## src/rtl/dtcr_pkg.sv

```systemverilog
// ----------------------------------------------------------------------------
// dtcr_pkg: shared definitions for the dual timer/counter register block
// Register addresses, operation codes, mode codes and bit positions for the
// TCON, TMOD and port-3 layouts, and the function that advances a timer.
// ----------------------------------------------------------------------------
package dtcr_pkg;

  // Operation codes carried by each item.
  typedef enum logic [1:0] {
    OP_TICK  = 2'd0,
    OP_READ  = 2'd1,
    OP_WRITE = 2'd2,
    OP_NONE  = 2'd3
  } op_t;

  // Special-function register addresses.
  localparam logic [7:0] ADDR_TCON = 8'h88;
  localparam logic [7:0] ADDR_TMOD = 8'h89;
  localparam logic [7:0] ADDR_TL0  = 8'h8A;
  localparam logic [7:0] ADDR_TL1  = 8'h8B;
  localparam logic [7:0] ADDR_TH0  = 8'h8C;
  localparam logic [7:0] ADDR_TH1  = 8'h8D;

  // Timer mode codes.
  localparam logic [1:0] MODE_16BIT  = 2'd1;
  localparam logic [1:0] MODE_RELOAD = 2'd2;

  // TCON bit positions.
  localparam int TF1_BIT = 7;
  localparam int TR1_BIT = 6;
  localparam int TF0_BIT = 5;
  localparam int TR0_BIT = 4;

  // TMOD bit positions.
  localparam int GATE1_BIT = 7;
  localparam int CT1_BIT   = 6;
  localparam int GATE0_BIT = 3;
  localparam int CT0_BIT   = 2;

  // Port-3 pin positions.
  localparam int INT0_PIN = 2;
  localparam int INT1_PIN = 3;
  localparam int T0_PIN   = 4;
  localparam int T1_PIN   = 5;

  // Result of advancing one timer by one count.
  typedef struct packed {
    logic [7:0] lo;
    logic [7:0] hi;
    logic       ovf;
  } cnt_t;

  // Advance a timer pair by one count in the given mode. Modes 0 and 3 hold.
  function automatic cnt_t advance(input logic [1:0] mode, input logic [7:0] lo,
                                   input logic [7:0] hi);
    cnt_t        r;
    logic [16:0] sum16;
    logic [8:0]  sum8;
    r     = '{lo: lo, hi: hi, ovf: 1'b0};
    sum16 = {1'b0, hi, lo} + 17'd1;
    sum8  = {1'b0, lo} + 9'd1;
    if (mode == MODE_16BIT) begin
      r.lo  = sum16[7:0];
      r.hi  = sum16[15:8];
      r.ovf = sum16[16];
    end else if (mode == MODE_RELOAD) begin
      r.lo  = sum8[8] ? hi : sum8[7:0];
      r.ovf = sum8[8];
    end
    return r;
  endfunction

endpackage

```

## src/rtl/dual_timer_counter_registers.sv

```systemverilog
// An item goes to the input register, then to the result register once that is empty or being taken.
// Throughput: one item per cycle while the result is not stalled; the register update is one short stage of logic.
// Reset: rst clears all timer registers, the pin sample and both valid flags.
// A stalled result holds while the input register can still take one more item.
// ----------------------------------------------------------------------------
// dual_timer_counter_registers: two 8051-style timers behind their SFRs
// Each item is a tick with port-3 pins, a register read, a register write or a no-op.
// Every item returns the read byte (zero unless it is a read), an address hit flag and both TF flags.
// ----------------------------------------------------------------------------
module dual_timer_counter_registers
  import dtcr_pkg::*;
(
  input  logic       clk,
  input  logic       rst,
  input  logic       cmd_valid,
  output logic       cmd_stall,
  input  logic [1:0] op,
  input  logic [7:0] reg_addr,
  input  logic [7:0] write_data,
  input  logic [7:0] port_pins,
  output logic       rsp_valid,
  input  logic       rsp_stall,
  output logic [7:0] read_data,
  output logic       addr_hit,
  output logic       overflow0,
  output logic       overflow1
);

  // Input register.
  logic       s1_valid;
  op_t        s1_op;
  logic [7:0] s1_addr;
  logic [7:0] s1_data;
  logic [7:0] s1_pins;

  // Architectural state.
  logic [7:0] tcon, tmod, tl0, th0, tl1, th1, last_pins;
  logic [7:0] tcon_next, tmod_next, tl0_next, th0_next, tl1_next, th1_next;
  logic [7:0] last_pins_next;

  logic       advance_en;
  logic       run0, run1, ct0, ct1, gate0, gate1, sample, go0, go1;
  logic [7:0] now_pins;
  logic [7:0] rd_value;
  logic       hit;
  cnt_t       t0_cnt, t1_cnt;

  // The stage moves when the result register is empty or being taken.
  assign advance_en = !rsp_valid || !rsp_stall;
  assign cmd_stall  = s1_valid && !advance_en;

  // Tick decisions, taken from the state before this item.
  always_comb begin
    run0     = tcon[TR0_BIT];
    run1     = tcon[TR1_BIT];
    ct0      = tmod[CT0_BIT];
    ct1      = tmod[CT1_BIT];
    gate0    = tmod[GATE0_BIT];
    gate1    = tmod[GATE1_BIT];
    sample   = (run0 && (ct0 || gate0)) || (run1 && (ct1 || gate1));
    now_pins = sample ? s1_pins : last_pins;
    go0      = run0 && (!gate0 || now_pins[INT0_PIN]) &&
               (!ct0 || (last_pins[T0_PIN] && !now_pins[T0_PIN]));
    go1      = run1 && (!gate1 || now_pins[INT1_PIN]) &&
               (!ct1 || (last_pins[T1_PIN] && !now_pins[T1_PIN]));
    t0_cnt   = advance(tmod[1:0], tl0, th0);
    t1_cnt   = advance(tmod[5:4], tl1, th1);
  end

  // Register read decode and address hit.
  always_comb begin
    hit      = 1'b1;
    rd_value = 8'd0;
    case (s1_addr)
      ADDR_TCON: rd_value = tcon;
      ADDR_TMOD: rd_value = tmod;
      ADDR_TL0:  rd_value = tl0;
      ADDR_TH0:  rd_value = th0;
      ADDR_TL1:  rd_value = tl1;
      ADDR_TH1:  rd_value = th1;
      default:   hit = 1'b0;
    endcase
  end

  // Next state for the item in the input register.
  always_comb begin
    tcon_next      = tcon;
    tmod_next      = tmod;
    tl0_next       = tl0;
    th0_next       = th0;
    tl1_next       = tl1;
    th1_next       = th1;
    last_pins_next = last_pins;
    case (s1_op)
      OP_TICK: begin
        last_pins_next = now_pins;
        if (go0) begin
          tl0_next = t0_cnt.lo;
          th0_next = t0_cnt.hi;
          if (t0_cnt.ovf) tcon_next[TF0_BIT] = 1'b1;
        end
        if (go1) begin
          tl1_next = t1_cnt.lo;
          th1_next = t1_cnt.hi;
          if (t1_cnt.ovf) tcon_next[TF1_BIT] = 1'b1;
        end
      end
      OP_WRITE: begin
        case (s1_addr)
          ADDR_TCON: tcon_next = s1_data;
          ADDR_TMOD: tmod_next = s1_data;
          ADDR_TL0:  tl0_next  = s1_data;
          ADDR_TH0:  th0_next  = s1_data;
          ADDR_TL1:  tl1_next  = s1_data;
          ADDR_TH1:  th1_next  = s1_data;
          default:   ;
        endcase
      end
      default: ;
    endcase
  end

  // Input register, state update and result register.
  always_ff @(posedge clk) begin
    if (rst) begin
      s1_valid  <= 1'b0;
      rsp_valid <= 1'b0;
      tcon      <= 8'd0;
      tmod      <= 8'd0;
      tl0       <= 8'd0;
      th0       <= 8'd0;
      tl1       <= 8'd0;
      th1       <= 8'd0;
      last_pins <= 8'd0;
    end else begin
      if (!s1_valid || advance_en) begin
        s1_valid <= cmd_valid;
        if (cmd_valid) begin
          s1_op   <= op_t'(op);
          s1_addr <= reg_addr;
          s1_data <= write_data;
          s1_pins <= port_pins;
        end
      end
      if (advance_en) begin
        rsp_valid <= s1_valid;
        if (s1_valid) begin
          tcon      <= tcon_next;
          tmod      <= tmod_next;
          tl0       <= tl0_next;
          th0       <= th0_next;
          tl1       <= tl1_next;
          th1       <= th1_next;
          last_pins <= last_pins_next;
          read_data <= (s1_op == OP_READ) ? rd_value : 8'd0;
          addr_hit  <= hit;
          overflow0 <= tcon_next[TF0_BIT];
          overflow1 <= tcon_next[TF1_BIT];
        end
      end
    end
  end

endmodule
```

## config.mk

```make
export PLATFORM = sky130hd
export DESIGN_NAME = dual_timer_counter_registers
export DESIGN_NICKNAME = d
export VERILOG_FILES = /design/src/rtl/dtcr_pkg.sv /design/src/rtl/dual_timer_counter_registers.sv
export SDC_FILE = /design/constraint.sdc
export NUM_CORES = 1
export LEC_CHECK = 0
export BUFFER_PORTS_ARGS = -buffer_cell sky130_fd_sc_hd__buf_2
export CAP_MARGIN = 20
export CORE_ASPECT_RATIO = 1.4
export CORE_UTILIZATION = 35
export DETAILED_ROUTE_END_ITERATION = 8
export PLACE_DENSITY_LB_ADDON = 0.25
export SLEW_MARGIN = 20
export SYNTH_ARGS = -nofsm -noshare
export SYNTH_HDL_FRONTEND = slang
export SYNTH_SLANG_ARGS = --single-unit
```

## constraint.sdc

```tcl
create_clock -name clk -period 3.5 [get_ports clk]
set_clock_uncertainty 0.2 [all_clocks]
set_input_delay 0.525 -clock clk [delete_from_list [all_inputs] [get_ports clk]]
set_output_delay 0.525 -clock clk [all_outputs]
set_load 0.03 [all_outputs]
```

==> flow_metrics.env, run 1 <==
export IMPL_coreArea_mm2=0.0138
export IMPL_hold_violations=0
export IMPL_vias_per_cell=6.15
export IMPL_die_h_um=143
export IMPL_min_delay_start="port_pins[3]"
export IMPL_clk_pin_slew_ns=0.07
export IMPL_synth_edff_count=33
export IMPL_routedWlPerCell_um=21.2
export IMPL_nets=583
export IMPL_syn_instance_count=523
export IMPL_ff2ff_path_depth=4
export IMPL_gp_congestion=1.01
export IMPL_synthTopCellsByArea="dfxtp_1 (22%), edfxtp_1 (20%), a21oi_1 (5.0%)"
export IMPL_synth_ff_type="dfxtp_1"
export IMPL_firstDrtPassIters=5
export IMPL_crit_arrival_ns=2.77
export IMPL_layout_drive_gt1_share_pct=16.3
export IMPL_grt_pass1_wl_um=24000
export IMPL_post_cts_buffers=0
export IMPL_utilization_pct=40.3
export IMPL_synth_area_mm2=0.00494
export IMPL_rows=51
export IMPL_grt_pass1_vias=4311
export IMPL_min_period_ns=2.77
export IMPL_cts_resized=0
export IMPL_syn_to_final_growth_pct=13.0
export IMPL_critPathLaunchType="flip-flop"
export IMPL_io_buffers=38
export IMPL_cap_violations=0
export IMPL_whs_endpoint="s1_pins[3]"
export IMPL_hp_class="in2reg"
export IMPL_routed_wl_um=15700
export IMPL_final_setup_viol_count=0
export IMPL_async_flop_share_pct=0
export IMPL_slew_violations=0
export IMPL_power_leakage_uw=0.00173
export IMPL_relSlewSlack_pct=36.2
export IMPL_overflow=0
export IMPL_h_tree_depth=3
export IMPL_hold_depth=1
export IMPL_cts_sinks=87
export IMPL_grt_max_degree=42
export IMPL_ios=43
export IMPL_antenna_found_initial=0
export IMPL_hpwl_um=11400
export IMPL_via_count=4534
export IMPL_cts_made_buffers=9
export IMPL_outcome="complete, no violations"
export IMPL_cts_hold_fix_buffers=0
export IMPL_synth_top_area_share_pct=21.9
export IMPL_ys_warn_count=0
export IMPL_min_period_over_period_pct=79.0
export IMPL_timing_fmax_mhz=362
export IMPL_rsz0062_at_grt="false"
export IMPL_synth_top_area_cell="dfxtp_1"
export IMPL_r2r_end="th1[6]"
export IMPL_crit_path_end_kind="flip-flop"
export IMPL_tightest_slew_ns=0.953
export IMPL_r2r_start="s1_op[1]"
export IMPL_seq_area_frac_synth_pct=42.0
export IMPL_vdd_drop_max_v=0.000284
export IMPL_r2r_setup_slack_ns=0.73
export IMPL_fp_dieArea_mm2=0.0146
export IMPL_power_density_mw_per_mm2=388
export IMPL_cp_data_required_time_ns=3.51
export IMPL_cts_root_buf="clkbuf_16"
export IMPL_initial_core_util_pct=35.6
export IMPL_die_w_um=102
export IMPL_syn_nets=559
export IMPL_first_iter_violations=444
export IMPL_tritoncts="done"
export IMPL_path_class="reg2reg"
export IMPL_synth_area_per_cell_um2=9.44
export IMPL_n_antenna_cell=0
export IMPL_grt_util_all_layers_pct=22.4
export IMPL_layout_common_cells="dfxtp_1 (54), a21oi_1 (49), nor2_1 (44)"
export IMPL_clockBufferDepth=2
export IMPL_mostFrequentLayoutCell="dfxtp_1"
export IMPL_ant_nets=0
export IMPL_drc=0
export IMPL_clk_latency_ns=0.35
export IMPL_ys_ff_latch=87
export IMPL_path_max_fanout=20
export IMPL_fin_setup_tns_ns=0
export IMPL_synth_cell_types=71
-- sequential cells by signal (all words and copies together) (netlist names), 2 cells and up --
name / flops
tmod: 8
s1_data: 8
s1_op: 2
tl0: 8
s1_pins: 4
last_pins: 4
tl1: 8
s1_addr: 8
th0: 8
th1: 8
read_data: 8
tcon: 8
-- per-layer routing --
| metal | wire length, µm | share of wire, % | GRT usage, % | vias up |
|---|---|---|---|---|
| li1 | - | - | - | 2091 |
| met1 | 6030 | 38 | 26.1 | 2152 |
| met2 | 7420 | 47 | 35.9 | 223 |
| met3 | 992 | 6.3 | 3.44 | 68 |
| met4 | 1220 | 7.8 | 18.3 | 0 |
| met5 | 0 | 0 | 0 | - |
-- final cells by class --
| class | count | area (µm²) |
|---|---|---|
| Timing Repair Buffer | 48 | 265 |
| Clock inverter | 7 | 72.6 |
| Multi-Input combinational cell | 390 | 2670 |
| Clock buffer | 9 | 225 |
| Tap cell | 185 | 231 |
| Fill cell | 1398 | 8270 |
| Inverter | 11 | 41.3 |
| Sequential cell | 87 | 2070 |
-- stage by stage --
step	total power (µW)	instances	cell area (µm²)	setup slack, ns	hold WS (ns)
4_1_cts	2180	737	5580	0.821	0.137
3_5_place_dp	1230	721	5280	0.836	0.272
3_3_place_gp	1220	721	5280	0.801	0.268
2_1_floorplan	1180	523	4940	0.292	0.251
5_1_grt	2230	737	5580	0.494	0.136
6_report	2160	737	5580	0.735	0.144
-- critical path, cell delays in order (launching register included) --
cell and delay (ns):
edfxtp_1 0.71, a2111oi_0 0.72, a21oi_1 0.37, o311ai_0 0.49, o41ai_1 0.13
-- synth_stat cells, types with 10 or more instances --
| master | number |
|---|---|
| a21oi_1 | 49 |
| a31oi_1 | 12 |
| buf_2 | 15 |
| clkbuf_1 | 17 |
| dfxtp_1 | 54 |
| edfxtp_1 | 33 |
| inv_1 | 11 |
| mux2i_1 | 15 |
| nand2_1 | 40 |
| nand3_1 | 19 |
| nand4_1 | 11 |
| nor2_1 | 44 |
| o21ai_0 | 24 |
| o31ai_1 | 10 |
-- worst max path at each step --
stage	start	end	slack (ns)
floorplan	rst	s1_addr[0]	0.29
global placement	tl0[0]	overflow0	0.80
detailed placement	s1_op[1]	th1[6]	0.84
CTS	tl0[0]	overflow0	0.82
global route	s1_op[1]	th1[3]	0.49
finish	s1_op[1]	th1[6]	0.73
-- report_power, final --
group          leakage, µW  switching [µW]  internal, µW
Clock             0.000143             455           504
Combinational     0.000852            79.6          37.4
Sequential        0.000733            18.4          1070
-- kinds of logic after synthesis --
family,share of synthesized area [%]
adder cells (fa/ha/maj),1.52
AND/OR/NAND/NOR,19.9
multiplexers,6.69
XOR/XNOR,1.42
buffers and inverters,4.11
AO/OA/AOI/OAI,24.4
flip-flops,42.0
No activity file was read; power rests on OpenSTA's default activity.
==> inputs of run 2 (changes only) <==
- ABC_AREA: unset -> 1
- clock period: 3.5 -> 2.6 ns (I/O delays scaled with it)
==> flow_metrics.env, run 2 <==
export IMPL_outcome="complete, no violations"
export IMPL_power_leakage_uw=0.00248
export IMPL_grt_max_degree=50
export IMPL_rsz0062_at_grt="false"
export IMPL_clockBufferDepth=2
export IMPL_r2r_end="read_data[0]"
export IMPL_path_class="reg2reg"
export IMPL_yosysMostFrequentCell="nand2_1"
export IMPL_syn_instance_count=690
export IMPL_clk_pin_slew_ns=0.07
export IMPL_slowest_stage="o22ai_1"
export IMPL_cap_violations=0
export IMPL_post_cts_buffers=0
export IMPL_min_period_over_period_pct=88.2
export IMPL_layout_common_cells="nand2_1 (168), nor2_1 (101), inv_1 (89)"
export IMPL_h_tree_depth=3
export IMPL_hpwl_um=10600
export IMPL_vdd_drop_max_v=0.000353
export IMPL_synth_top_area_share_pct=21.8
export IMPL_hp_class="in2reg"
export IMPL_syn_to_final_growth_pct=14.0
export IMPL_routed_wl_um=14000
export IMPL_tritoncts="done"
export IMPL_ys_top_cells_by_count="nand2_1 (168), nor2_1 (101), inv_1 (89), dfxtp_1 (54), o21ai_0 (50)"
export IMPL_drc=0
export IMPL_ff2ff_path_depth=7
export IMPL_power_density_mw_per_mm2=543
export IMPL_whs_endpoint="s1_addr[3]"
export IMPL_crit_path_end_kind="flip-flop"
export IMPL_initial_core_util_pct=35.8
export IMPL_ys_ff_latch=87
export IMPL_min_delay_start="reg_addr[3]"
export IMPL_cp_data_required_time_ns=2.60
export IMPL_critPathLaunchType="flip-flop"
export IMPL_slew_violations=0
export IMPL_fin_setup_tns_ns=0
export IMPL_grt_util_all_layers_pct=20.2
export IMPL_timing_fmax_mhz=436
export IMPL_synth_edff_count=33
export IMPL_firstDrtPassIters=5
export IMPL_crit_chain="inv_1 > nand2_1 > inv_1 > nand4_1 > o22ai_1 > nor3_1 > nor2_1"
export IMPL_ys_warn_count=0
export IMPL_stdcell_area_mm2=0.00565
export IMPL_seq_area_frac_synth_pct=41.8
export IMPL_path_max_fanout=7
export IMPL_synth_area_per_cell_um2=7.18
export IMPL_synth_top_area_cell="dfxtp_1"
export IMPL_nets=770
export IMPL_syn_nets=726
export IMPL_gp_congestion=0.886
export IMPL_critical_path_top_delay_family="simple AND/OR/NAND/NOR gates"
export IMPL_cts_resized=0
export IMPL_fin_cells=924
export IMPL_crit_path_max_incr_delay_ns=0.51
export IMPL_via_count=4762
export IMPL_ios=43
export IMPL_layout_drive_gt1_share_pct=11.9
export IMPL_min_period_ns=2.29
export IMPL_synthTopCellsByArea="dfxtp_1 (22%), edfxtp_1 (20%), nand2_1 (13%)"
export IMPL_die_h_um=143
export IMPL_hold_violations=0
export IMPL_worst_path_buf_inv=2
export IMPL_cts_sinks=87
export IMPL_synth_ff_type="dfxtp_1"
export IMPL_final_setup_viol_count=0
export IMPL_first_iter_violations=368
export IMPL_antenna_found_initial=0
export IMPL_overflow=0
export IMPL_ant_nets=0
export IMPL_n_antenna_cell=0
export IMPL_grt_pass1_wl_um=22300
export IMPL_rows=51
export IMPL_mostFrequentLayoutCell="nand2_1"
export IMPL_r2r_start="s1_addr[1]"
export IMPL_crit_arrival_ns=2.30
export IMPL_fp_dieArea_mm2=0.0147
export IMPL_coreArea_mm2=0.0138
export IMPL_die_w_um=103
export IMPL_cts_made_buffers=9
export IMPL_synth_area_mm2=0.00496
export IMPL_cts_root_buf="clkbuf_16"
export IMPL_routedWlPerCell_um=15.1
export IMPL_async_flop_share_pct=0
export IMPL_cp_common_cell="inv_1"
export IMPL_vias_per_cell=5.15
export IMPL_relSlewSlack_pct=64.7
export IMPL_tightest_slew_ns=0.528
export IMPL_io_buffers=38
export IMPL_cts_hold_fix_buffers=0
export IMPL_clk_latency_ns=0.35
export IMPL_synth_cell_types=37
export IMPL_r2r_setup_slack_ns=0.31
export IMPL_placed_cell_area_mm2=0.00535
export IMPL_hold_depth=1
export IMPL_place_inst=908
export IMPL_grt_pass1_vias=4492
[run 2: area by class of cell]
cell class / instances / area [µm²]
clock buffer: 9 / 225
clock inverter: 7 / 77.6
fill: 1487 / 8200
inverter: 93 / 349
multi-input combinational: 493 / 2410
sequential: 87 / 2070
tap: 185 / 231
timing repair buffer: 50 / 280
[run 2: cells by family (layout without fill, tap and decap cells)]
kind of cell / after synthesis / count (layout) / synth area share (%)
and+or+nand+nor: 347 / 347 / 30.4
AOI/OAI and AO/OA: 125 / 125 / 14.2
buffers and inverters: 110 / 159 / 9.52
DFF: 87 / 87 / 41.8
xor gates and xnor gates: 15 / 15 / 2.65
adders and majority gates: 6 / 6 / 1.51
[run 2: through the flow]
| step | hold slack [ns] | util (%) | setup WS [ns] | power, µW |
|---|---|---|---|---|
| 3_3_place_gp | 0.244 | 38.6 | 0.359 | 1750 |
| 3_5_place_dp | 0.255 | 38.6 | 0.367 | 1760 |
| 4_1_cts | 0.00610 | 40.8 | 0.350 | 3090 |
| 2_1_floorplan | 0.230 | - | 0.739 | 1680 |
| 5_1_grt | 0.000135 | 40.8 | 0.129 | 3180 |
| 6_report | 0.0128 | 40.8 | 0.306 | 3070 |
[run 2: worst max path at each step]
stage / slack, ns / from / end / cells past startpoint
after global placement: 0.36 / s1_addr[4] / read_data[0] / 7
after detailed placement: 0.37 / s1_addr[1] / th1[7] / 9
after CTS: 0.35 / s1_addr[1] / th1[7] / 9
after global routing: 0.13 / s1_addr[1] / th1[4] / 9
after floorplan: 0.74 / s1_op[0] / tmod[2] / 7
final: 0.31 / s1_addr[1] / read_data[0] / 7
[run 2: where the power goes]
| group | total (µW) | switching [µW] | internal, µW |
|---|---|---|---|
| clock | 1340 | 582 | 755 |
| sequential | 1490 | 35.4 | 1460 |
| combinational | 238 | 162 | 76.8 |
| total | 3070 | 779 | 2290 |
[run 2: worst reg2reg max path, cell delays in order (launching register included)]
cell,delay [ns]
edfxtp_1,0.46
inv_1,0.16
nand2_1,0.12
inv_1,0.09
nand4_1,0.40
o22ai_1,0.51
nor3_1,0.11
nor2_1,0.10
[run 2: per-layer routing]
layer	vias to the layer above	part of all wire, %	GRT usage [%]
li1	2350	-	-
met1	2207	39	22.9
met2	162	51	34.9
met3	43	4.7	3.33
met4	0	5.3	12.5
met5	-	0	0
==> inputs of run 3 (changes only) <==
- CELL_PAD_IN_SITES_DETAIL_PLACEMENT: unset -> 1
- CELL_PAD_IN_SITES_GLOBAL_PLACEMENT: unset -> 2
- CORE_UTILIZATION: 35 -> 34
==> flow_metrics.env, run 3 (synthesis gave the netlist of run 2 again) <==
export IMPL_grt_pass1_wl_um=26300
export IMPL_crit_path_max_incr_delay_ns=0.45
export IMPL_tightest_slew_ns=0.585
export IMPL_post_cts_buffers=0
export IMPL_r2r_start="s1_addr[1]"
export IMPL_syn_to_final_growth_pct=14.4
export IMPL_vdd_drop_max_v=0.000270
export IMPL_wl_met2_um=8510
export IMPL_hpwl_um=12700
export IMPL_cts_hold_fix_buffers=0
export IMPL_timing_fmax_mhz=425
export IMPL_via_count=4773
export IMPL_n_antenna_cell=0
export IMPL_cp_data_required_time_ns=2.68
export IMPL_fin_setup_tns_ns=0
export IMPL_nFillCells=1815
export IMPL_path_max_fanout=14
export IMPL_die_w_um=104
export IMPL_drt_met1_wl_um=6830
export IMPL_final_setup_viol_count=0
export IMPL_hp_class="in2reg"
export IMPL_fp_dieArea_mm2=0.0151
export IMPL_tritoncts="done"
export IMPL_rsz0062_at_grt="false"
export IMPL_grt_pass1_vias=4986
export IMPL_vias_per_cell=5.14
export IMPL_h_tree_depth=3
export IMPL_routed_wl_um=16500
export IMPL_finalPower_uw=3030
export IMPL_r2r_end="th1[7]"
export IMPL_r2r_setup_slack_ns=0.25
export IMPL_io_buffers=38
export IMPL_wl_met3_um=489
export IMPL_cts_root_buf="clkbuf_16"
export IMPL_hold_depth=1
export IMPL_cp_common_cell="nand2_1"
export IMPL_power_leakage_uw=0.00250
export IMPL_p_int_uw=2210
export IMPL_ios=43
export IMPL_relSlewSlack_pct=60.9
export IMPL_ant_nets=0
export IMPL_slew_violations=0
export IMPL_antenna_found_initial=0
export IMPL_grt_max_degree=50
export IMPL_min_delay_start="port_pins[2]"
export IMPL_clk_pin_slew_ns=0.07
export IMPL_routedWlPerCell_um=17.8
export IMPL_place_inst=913
export IMPL_overflow=0
export IMPL_critPathLaunchType="flip-flop"
export IMPL_layout_common_cells="nand2_1 (168), nor2_1 (101), inv_1 (89)"
export IMPL_nets=775
export IMPL_power_density_mw_per_mm2=534
export IMPL_min_period_over_period_pct=90.5
export IMPL_crit_chain="inv_1 > nand2_1 > nor2_1 > nand4_1 > a21oi_1 > nand3_2 > nand2_1 > nand2_1 > nor2_1"
export IMPL_multi_input_area_mm2=0.00241
export IMPL_initial_core_util_pct=35.2
export IMPL_seq_area_mm2=0.00207
export IMPL_firstDrtPassIters=5
export IMPL_outcome="complete, no violations"
export IMPL_seqPwrFrac_pct=49.2
export IMPL_cts_resized=0
export IMPL_coreArea_mm2=0.0141
export IMPL_cap_violations=0
export IMPL_ff2ff_path_depth=9
export IMPL_path_class="reg2reg"
export IMPL_hold_violations=0
export IMPL_mostFrequentLayoutCell="nand2_1"
export IMPL_clk_latency_ns=0.35
export IMPL_top_layer_used="met4"
export IMPL_clockBufferDepth=2
export IMPL_placed_cell_area_mm2=0.00538
export IMPL_grt_util_all_layers_pct=23.0
export IMPL_cts_sinks=87
export IMPL_drc=0
export IMPL_whs_endpoint="s1_pins[2]"
export IMPL_fin_cells=929
export IMPL_first_iter_violations=199
export IMPL_gp_congestion=0.882
export IMPL_min_period_ns=2.35
export IMPL_finalHoldWorstSlack_ns=0.0125
export IMPL_die_h_um=145
export IMPL_clockPowerShare_pct=42.6
export IMPL_crit_path_end_kind="flip-flop"
export IMPL_slowest_stage="edfxtp_1"
export IMPL_crit_arrival_ns=2.43
export IMPL_p_sw_share_pct=27.2
export IMPL_power_switching_uw=824
export IMPL_stdcell_area_mm2=0.00567
export IMPL_layout_drive_gt1_share_pct=12.5
export IMPL_cts_made_buffers=9
export IMPL_rows=51
export IMPL_p_comb_share_pct=8.2
==> run 3: changes by cell type in the layout (fill, tap and decap cells not counted) <==
cell | before | now
inv_6 | 3 | 5
inv_8 | 0 | 1
bufinv_16 | 1 | 0
buf_4 | 12 | 17
clkinv_4 | 1 | 0
clkinvlp_4 | 1 | 0
==> run 3: metal layers <==
| metal | global-route usage (%) | vias up |
|---|---|---|
| met2 | 42.6 | 107 |
| met5 | 0 | - |
| met3 | 3.00 | 36 |
| met1 | 26.0 | 2263 |
| li1 | - | 2367 |
| met4 | 11.9 | 0 |
==> run 3: final cells by class <==
| class | instances | area share (%) |
|---|---|---|
| clock buffer | 9 | 3.97 |
| timing repair buffer | 55 | 5.61 |
| tap | 185 | 4.08 |
| clock inverter | 7 | 1.06 |
| sequential | 87 | 36.5 |
| multi-input combinational | 493 | 42.6 |
| inverter | 93 | 6.16 |
==> run 3: worst max path at each step <==
stage,slack (ns),end,start,depth (start not counted)
2_1_floorplan,0.74,tmod[2],s1_op[0],7
4_1_cts,0.22,th1[7],s1_addr[1],9
5_1_grt,0.05,tmod[2],s1_op[0],6
6_report,0.25,th1[7],s1_addr[1],9
3_3_place_gp,0.34,th1[6],s1_addr[1],8
3_5_place_dp,0.26,th1[7],s1_addr[1],9
==> run 3: power by group through the flow <==
| stage | Combinational [µW] | Clock, µW | Sequential [µW] |
|---|---|---|---|
| 5_1_grt | 280 | 1360 | 1500 |
| 6_report | 249 | 1290 | 1490 |
| 4_1_cts | 251 | 1330 | 1490 |
| 2_1_floorplan | 157 | 0 | 1520 |
| 3_5_place_dp | 250 | 0 | 1520 |
| 3_3_place_gp | 240 | 0 | 1520 |
==> run 3: per-stage QoR <==
step                      utilization (%)  worst slack (ns)
final                                40.2             0.247
after floorplan                         -             0.739
after detailed placement             38.2             0.262
after global routing                 40.2            0.0548
after CTS                            40.2             0.218
after global placement               38.2             0.341
==> run 3: critical path, delay by kind of cell, from the launching register on <==
kind | cells | cell delay (ns)
AOI/OAI and AO/OA | 1 | 0.36
buffers and inverters | 1 | 0.15
DFF | 1 | 0.45
and+or+nand+nor | 7 | 1.13
